File: src/rtl/itad_pkg.sv
`timescale 1ns / 1ps
// Package for the integer-to-ASCII digit converter.
// Holds the request and response types, sizing constants and the digit-to-ASCII map.
package itad_pkg;

   // Width of the value field on the request port.
   localparam int ITAD_IN_BITS = 32;
   // Default width of the converted value.
   localparam int ITAD_VALUE_BITS = 32;
   // Width of one decimal or hexadecimal digit.
   localparam int ITAD_DIGIT_BITS = 4;
   // Width of an ASCII character on the response port.
   localparam int ITAD_CHAR_BITS = 7;

   // ASCII bases for the two digit ranges.
   localparam logic [ITAD_CHAR_BITS-1:0] ITAD_ASCII_ZERO = 7'd48;
   localparam logic [ITAD_CHAR_BITS-1:0] ITAD_ASCII_A_LESS_TEN = 7'd87;
   localparam logic [ITAD_DIGIT_BITS-1:0] ITAD_MAX_DEC_DIGIT = 4'd9;

   typedef struct packed {
      logic [ITAD_IN_BITS-1:0] value;
      logic                    hex_mode;
   } itad_req_type;

   typedef struct packed {
      logic [ITAD_CHAR_BITS-1:0] digit_char;
      logic                      last;
   } itad_rsp_type;

   // Map a digit 0..15 to '0'..'9' or 'a'..'f'.
   function automatic logic [ITAD_CHAR_BITS-1:0] itad_ascii(
      input logic [ITAD_DIGIT_BITS-1:0] digit
   );
      logic [ITAD_CHAR_BITS-1:0] wide_digit;
      wide_digit = {{(ITAD_CHAR_BITS-ITAD_DIGIT_BITS){1'b0}}, digit};
      if (digit <= ITAD_MAX_DEC_DIGIT) begin
         return ITAD_ASCII_ZERO + wide_digit;
      end
      return ITAD_ASCII_A_LESS_TEN + wide_digit;
   endfunction

endpackage

File: src/rtl/int_to_ascii_digits.sv
`timescale 1ns / 1ps
// Integer-to-ASCII digit converter, top level.
// Depends on itad_pkg for the request and response types and the ASCII map.
//
// Usage: drive req_data and raise start; the request is taken at a clock edge
// where start is high and busy is low. The block then emits one response per
// digit on rsp_data, most significant digit first, each for exactly one cycle
// with rsp_strobe high. rsp_data.last marks the final digit. Zero gives one
// digit '0'. Leading zeros are dropped.
//
// Timing: the value is shifted in one bit per cycle through a double-dabble
// BCD register (hex mode skips the add-3 correction), then the digit register
// is shifted out one digit per cycle. busy is high from the accepted request
// until the last digit leaves the register, and responses lag their digit by
// one register stage. A new request may be taken in the cycle the last
// response is shown.
//
// Reset (synchronous, active high) returns the block to idle and drops any
// request in progress. The receiver cannot stall; responses are never held.
module int_to_ascii_digits
   import itad_pkg::*;
#(
   parameter int VALUE_BITS = ITAD_VALUE_BITS
) (
   input  logic         clock,
   input  logic         reset,
   input  logic         start,
   output logic         busy,
   input  itad_req_type req_data,
   output logic         rsp_strobe,
   output itad_rsp_type rsp_data
);

   // Decimal digit slots: floor(VALUE_BITS * log10(2)) + 1.
   localparam int NUM_DIGITS = (VALUE_BITS * 30103) / 100000 + 1;
   localparam int BCD_BITS = NUM_DIGITS * ITAD_DIGIT_BITS;
   localparam int BIT_CNT_BITS = $clog2(VALUE_BITS);
   localparam int DIG_CNT_BITS = $clog2(NUM_DIGITS);
   localparam logic [BIT_CNT_BITS-1:0] BIT_CNT_LAST = BIT_CNT_BITS'(VALUE_BITS - 1);
   localparam logic [DIG_CNT_BITS-1:0] DIG_CNT_LAST = DIG_CNT_BITS'(NUM_DIGITS - 1);

   typedef enum logic [1:0] {
      ST_IDLE,
      ST_CONVERT,
      ST_EMIT
   } state_type;

   state_type               state_ff;
   logic [VALUE_BITS-1:0]   value_ff;
   logic                    hex_ff;
   logic [BCD_BITS-1:0]     bcd_ff;
   logic [BIT_CNT_BITS-1:0] bit_cnt_ff;
   logic [DIG_CNT_BITS-1:0] dig_cnt_ff;
   logic                    started_ff;
   logic                    rsp_strobe_ff;
   itad_rsp_type            rsp_data_ff;

   logic [BCD_BITS-1:0]        bcd_adj_in;
   logic [ITAD_DIGIT_BITS-1:0] top_digit;
   logic                       emit_last;
   logic                       emit_show;

   // Add-3 correction on every BCD digit of 5 or more; hex mode passes through.
   always_comb begin
      bcd_adj_in = bcd_ff;
      if (!hex_ff) begin
         for (int i = 0; i < NUM_DIGITS; i++) begin
            if (bcd_ff[i*ITAD_DIGIT_BITS +: ITAD_DIGIT_BITS] >= 4'd5) begin
               bcd_adj_in[i*ITAD_DIGIT_BITS +: ITAD_DIGIT_BITS] =
                  bcd_ff[i*ITAD_DIGIT_BITS +: ITAD_DIGIT_BITS] + 4'd3;
            end
         end
      end
   end

   // The digit leaving the top of the register, and whether it is shown.
   assign top_digit = bcd_ff[BCD_BITS-1 -: ITAD_DIGIT_BITS];
   assign emit_last = (dig_cnt_ff == DIG_CNT_LAST);
   assign emit_show = started_ff || (top_digit != '0) || emit_last;

   // Sequencer: load, shift the value in bit by bit, shift digits out.
   always_ff @(posedge clock) begin
      if (reset) begin
         state_ff      <= ST_IDLE;
         started_ff    <= 1'b0;
         rsp_strobe_ff <= 1'b0;
         bit_cnt_ff    <= '0;
         dig_cnt_ff    <= '0;
      end else begin
         rsp_strobe_ff <= 1'b0;
         unique case (state_ff)
            ST_IDLE: begin
               if (start) begin
                  value_ff   <= VALUE_BITS'(req_data.value);
                  hex_ff     <= req_data.hex_mode;
                  bcd_ff     <= '0;
                  bit_cnt_ff <= BIT_CNT_LAST;
                  state_ff   <= ST_CONVERT;
               end
            end
            ST_CONVERT: begin
               bcd_ff   <= {bcd_adj_in[BCD_BITS-2:0], value_ff[VALUE_BITS-1]};
               value_ff <= value_ff << 1;
               if (bit_cnt_ff == '0) begin
                  dig_cnt_ff <= '0;
                  started_ff <= 1'b0;
                  state_ff   <= ST_EMIT;
               end else begin
                  bit_cnt_ff <= bit_cnt_ff - 1'b1;
               end
            end
            ST_EMIT: begin
               bcd_ff        <= bcd_ff << ITAD_DIGIT_BITS;
               started_ff    <= emit_show;
               rsp_strobe_ff <= emit_show;
               rsp_data_ff   <= '{digit_char: itad_ascii(top_digit), last: emit_last};
               if (emit_last) begin
                  state_ff <= ST_IDLE;
               end else begin
                  dig_cnt_ff <= dig_cnt_ff + 1'b1;
               end
            end
            default: begin
               state_ff <= ST_IDLE;
            end
         endcase
      end
   end

   assign busy       = (state_ff != ST_IDLE);
   assign rsp_strobe = rsp_strobe_ff;
   assign rsp_data   = rsp_data_ff;

endmodule

File: config.mk
export PLATFORM = sky130hd
export DESIGN_NAME = int_to_ascii_digits
export DESIGN_NICKNAME = d
export VERILOG_FILES = /design/src/rtl/itad_pkg.sv /design/src/rtl/int_to_ascii_digits.sv
export SDC_FILE = /design/constraint.sdc
export NUM_CORES = 1
export LEC_CHECK = 0
export BUFFER_PORTS_ARGS = -buffer_cell sky130_fd_sc_hd__buf_2
export CORE_ASPECT_RATIO = 1.5
export CORE_MARGIN = 2
export CORE_UTILIZATION = 62
export CTS_BUF_LIST = sky130_fd_sc_hd__clkbuf_16
export DETAILED_ROUTE_END_ITERATION = 10
export HOLD_SLACK_MARGIN = 0.02
export PLACE_DENSITY = 0.83
export SETUP_SLACK_MARGIN = 0.05
export SLEW_MARGIN = 5
export SYNTH_ARGS = -nofsm -noshare
export SYNTH_HDL_FRONTEND = slang
export SYNTH_SLANG_ARGS = --single-unit
File: constraint.sdc
create_clock -name clock -period 12.62 [get_ports clock]
set_input_delay 0.631 -clock clock [delete_from_list [all_inputs] [get_ports clock]]
set_output_delay 0.631 -clock clock [all_outputs]
set_load 0.05 [all_outputs]
==> flow_summary_export.csv <==
group,metric,value,unit
detailed_routing,num_vias,3824,
worst_setup_path,worst-endpoint-required,12.80,ns
detailed_routing,wirelength,10.5,mm
timing,relSlewSlack,27.9,%
logic_synthesis,syn-num-nets,527,
place,routabilityCongestion,0.844,
worst_setup_path,worstSetupPathType,"reg2reg",
worst_setup_path,path_buf_inv,1,
global_routing,grt.total_usage,23.9,%
global_routing,initial_antenna_violation_count,0,
timing,setup-violations-final,0,
worst_setup_path,path_delay_family,"adder cells",
timing,skew_final,0.00814,ns
floorplanning,dieArea,9190,um^2
floorplanning,floorplan.die.width,78.9,um
floorplanning,pin_count,46,
cts,cts_num_sinks,94,
global_routing,grt_max_degree,55,
logic_synthesis,async_flop_share,0,%
power_and_ir_drop,totalPowerFinal,1.18,mW
status,outcome,"finished clean",
detailed_routing,remaining_antenna_violation_count_after_routing,0,
job,max_cap_viol_count,0,
cts,clock_insertion_delay_worst_skew,0.35,ns
place,place_worst_setup_slack,9.85,ns
power_and_ir_drop,power-per-cell-area,200,nW/um^2
worst_setup_path,worstSetupStartpointType,"flop",
detailed_routing,top_layer,"met4",
worst_setup_path,crit_slowest_cell,"ha_2",
worst_setup_path,path_cells,"inv_1 -> ha_2 -> and2_1 -> o311ai_0 -> o21ai_0",
worst_setup_path,worst-r2r-setup-slack,9.82,ns
power_and_ir_drop,p_leak,2.28,nW
hold_path,holdCritPathClass,"in2reg",
worst_setup_path,cp_arrival,2.98,ns
finish,postLayoutCoreUtil,70.8,%
logic_synthesis,synth-seq-area-share,51.6,%
cts,cts_tree,"yes",
finish,postLayoutCellArea,5880,um^2
cts,post_cts.repair.setup_buffers,0,
cts,cts_htree_levels,3,
finish,area_delta_synth_final,12.7,%
floorplanning,rows,41,
logic_synthesis,synth.largest_area_cell,"edfxtp_1",
detailed_routing,drcViolationCount,0,
place,dp.final_hpwl,6.83,mm
logic_synthesis,synth_seq_cells,94,
timing,report.final.hold_viol_count,0,
cts,max-clock-path-buffers,2,
logic_synthesis,synth.cell_area,5220,um^2
finish,final_nets,565,
timing,layout_worst_path_cycle_share,22.2,%
cts,worst_setup_hold_path_clk_slew,0.07,ns
detailed_routing,initialDrtViolationCount,494,
timing,fin_worst_hold_slack,0.465,ns
finish,drive_above_1_share,22.5,%
logic_synthesis,yosys_synthesis_warning_count,0,
detailed_routing,drtPass1Iterations,5,
timing,post-route-min-period,2.80,ns
worst_setup_path,timing.critical_path.slowest_cell_delay,0.90,ns
logic_synthesis,postSynthCellCount,463,
place,post_dp_cell_area,5540,um^2
detailed_routing,route.layer.met1.wl,4.19,mm
finish,final_cells,613,
floorplanning,fp.coreArea,8310,um^2
power_and_ir_drop,power.ir.vdd_worst,179,uV
logic_synthesis,avg_synthesized_cell_area,11.3,um^2
timing,totalNegativeSetupSlack,0,ns
timing,fin_ws,9.82,ns
floorplanning,die-height,116,um
finish,n_antenna_cell,0,
timing,rsz_0062_raised_after_global_routing,"false",
cts,cts_made_buffers,9,
cts,post_cts_resized,0,
cts,cts_root_buffer,"clkbuf_16",
logic_synthesis,synth_top_area_share,46.6,%
detailed_routing,dr_wl_met3,455,um
global_routing,grt-ovfl-total,0,
detailed_routing,route.detailed.vias_per_inst,6.24,
logic_synthesis,synth.top_cells.by_area,"edfxtp_1 (47%), ha_1 (6.7%), mux2_2 (6.7%)",
timing,slew_at_the_pin_with_the_worst_max_slew_slack,1.08,ns
global_routing,grt_pass1_vias,3761,
place,io_buffer_count,45,
logic_synthesis,netlist-cell-type-count,48,
floorplanning,initial_utilization,62.8,%
timing,max_freq,357,MHz
cts,postCtsHoldBufs,0,
global_routing,grt_pass1_wl,17.2,mm
detailed_routing,wl_met2,5.64,mm
detailed_routing,routed_wire_length_per_instance,17.2,um
place,dp_cells,597,
logic_synthesis,ys.flop_type,"edfxtp_1",
timing,timing.final.max_slew_violations,0,
worst_setup_path,critical_path.endpoint_type,"flop",
logic_synthesis,synth-edff-count,81,
worst_setup_path,worst-path-max-fanout,50,
-- cell families after synthesis --
| logic type | after synthesis | synth area share, % |
|---|---|---|
| XOR/XNOR | 2 | 0.336 |
| AO/OA/AOI/OAI | 126 | 16.8 |
| adder cells (fa/ha/maj) | 28 | 6.71 |
| AND/OR/NAND/NOR | 115 | 12.1 |
| multiplexers | 38 | 8.03 |
| buffers and inverters | 60 | 4.41 |
| flip-flops | 94 | 51.6 |
-- cells in the final DEF (no fill, tap or decap), types with 3 or more instances in the layout --
cell type  instances
mux2i_1            7
and2_1             5
buf_2             45
o21ai_0           21
dfxtp_1           13
nor2b_1            3
buf_4              5
a211oi_1           6
a21oi_1           33
nand2b_1          15
a21o_1             8
a221o_1            9
ha_1              27
nand2_1           23
o211ai_1          16
bufinv_16          3
clkbuf_16          9
inv_1             37
nor4_1             9
nor2_1            23
or4b_2             4
or3_1              4
nand3_1            3
a22o_1             8
or2_2              9
or4_1              5
mux2_2            31
o311ai_0          11
edfxtp_1          81
-- state kept, by name, indices dropped and copies added, names as in the netlist --
name / flops
bcd_ff: 40
rsp_data: 8
started_ff: 1
bit_cnt_ff: 5
hex_ff: 1
dig_cnt_ff: 4
state_ff: 2
rsp_strobe: 1
value_ff: 32
-- worst register-to-register path: cells and delay by family, from the launching register on --
family	cells	cell delay [ns]
AOI/OAI and AO/OA	2	0.52
adders and majority gates	1	0.90
buffers and inverters	1	0.09
DFF	1	0.35
and+or+nand+nor	1	0.78
-- per-layer routing --
| metal | vias up | GRT usage [%] |
|---|---|---|
| li1 | 1830 | - |
| met4 | 0 | 10.8 |
| met1 | 1853 | 27.8 |
| met5 | - | 0 |
| met3 | 22 | 4.79 |
| met2 | 119 | 42.7 |
-- synth_stat cells, types with 2 or more instances --
master    instances
a211oi_1          6
a21o_1            8
a21oi_1          33
a221o_1           9
a22o_1            8
a32oi_1           2
and2_1            5
and3_1            2
buf_2             4
clkbuf_1         18
dfxtp_1          13
edfxtp_1         81
ha_1             28
inv_1            36
mux2_2           31
mux2i_1           7
nand2_1          23
nand2b_1         15
nand3_1           3
nand3b_1          2
nor2_1           23
nor2b_1           3
nor3_1            4
nor4_1            9
nor4b_1           2
o211ai_1         16
o21a_1            2
o21ai_0          21
o311ai_0         11
or2_2             9
or3_1             4
or4_1             5
or4b_2            4
xnor2_1           2
-- worst paths after layout --
kind | startpoint | end | cells after the start
hold reg to reg | dig_cnt_ff[2] | dig_cnt_ff[2] | 2
hold / removal | req_data[0] | hex_ff | 1
setup / recovery | state_ff[1] | bcd_ff[36] | 5
setup reg to reg | state_ff[1] | bcd_ff[36] | 5
-- layout make-up --
class / count / area, um^2
Sequential cell: 94 / 2690
Fill cell: 574 / 2430
Multi-Input combinational cell: 309 / 2310
Timing Repair Buffer: 50 / 263
Clock buffer: 9 / 225
Inverter: 37 / 139
Tap cell: 107 / 134
Clock inverter: 7 / 120
-- power by group --
part           switching (mW)  total [mW]  internal [mW]
Clock                   0.121       0.316          0.195
Sequential             0.0538       0.494          0.440
Combinational           0.219       0.367          0.148
Total                   0.394        1.18          0.782
Note: power is estimated with default switching activity, not from simulation.
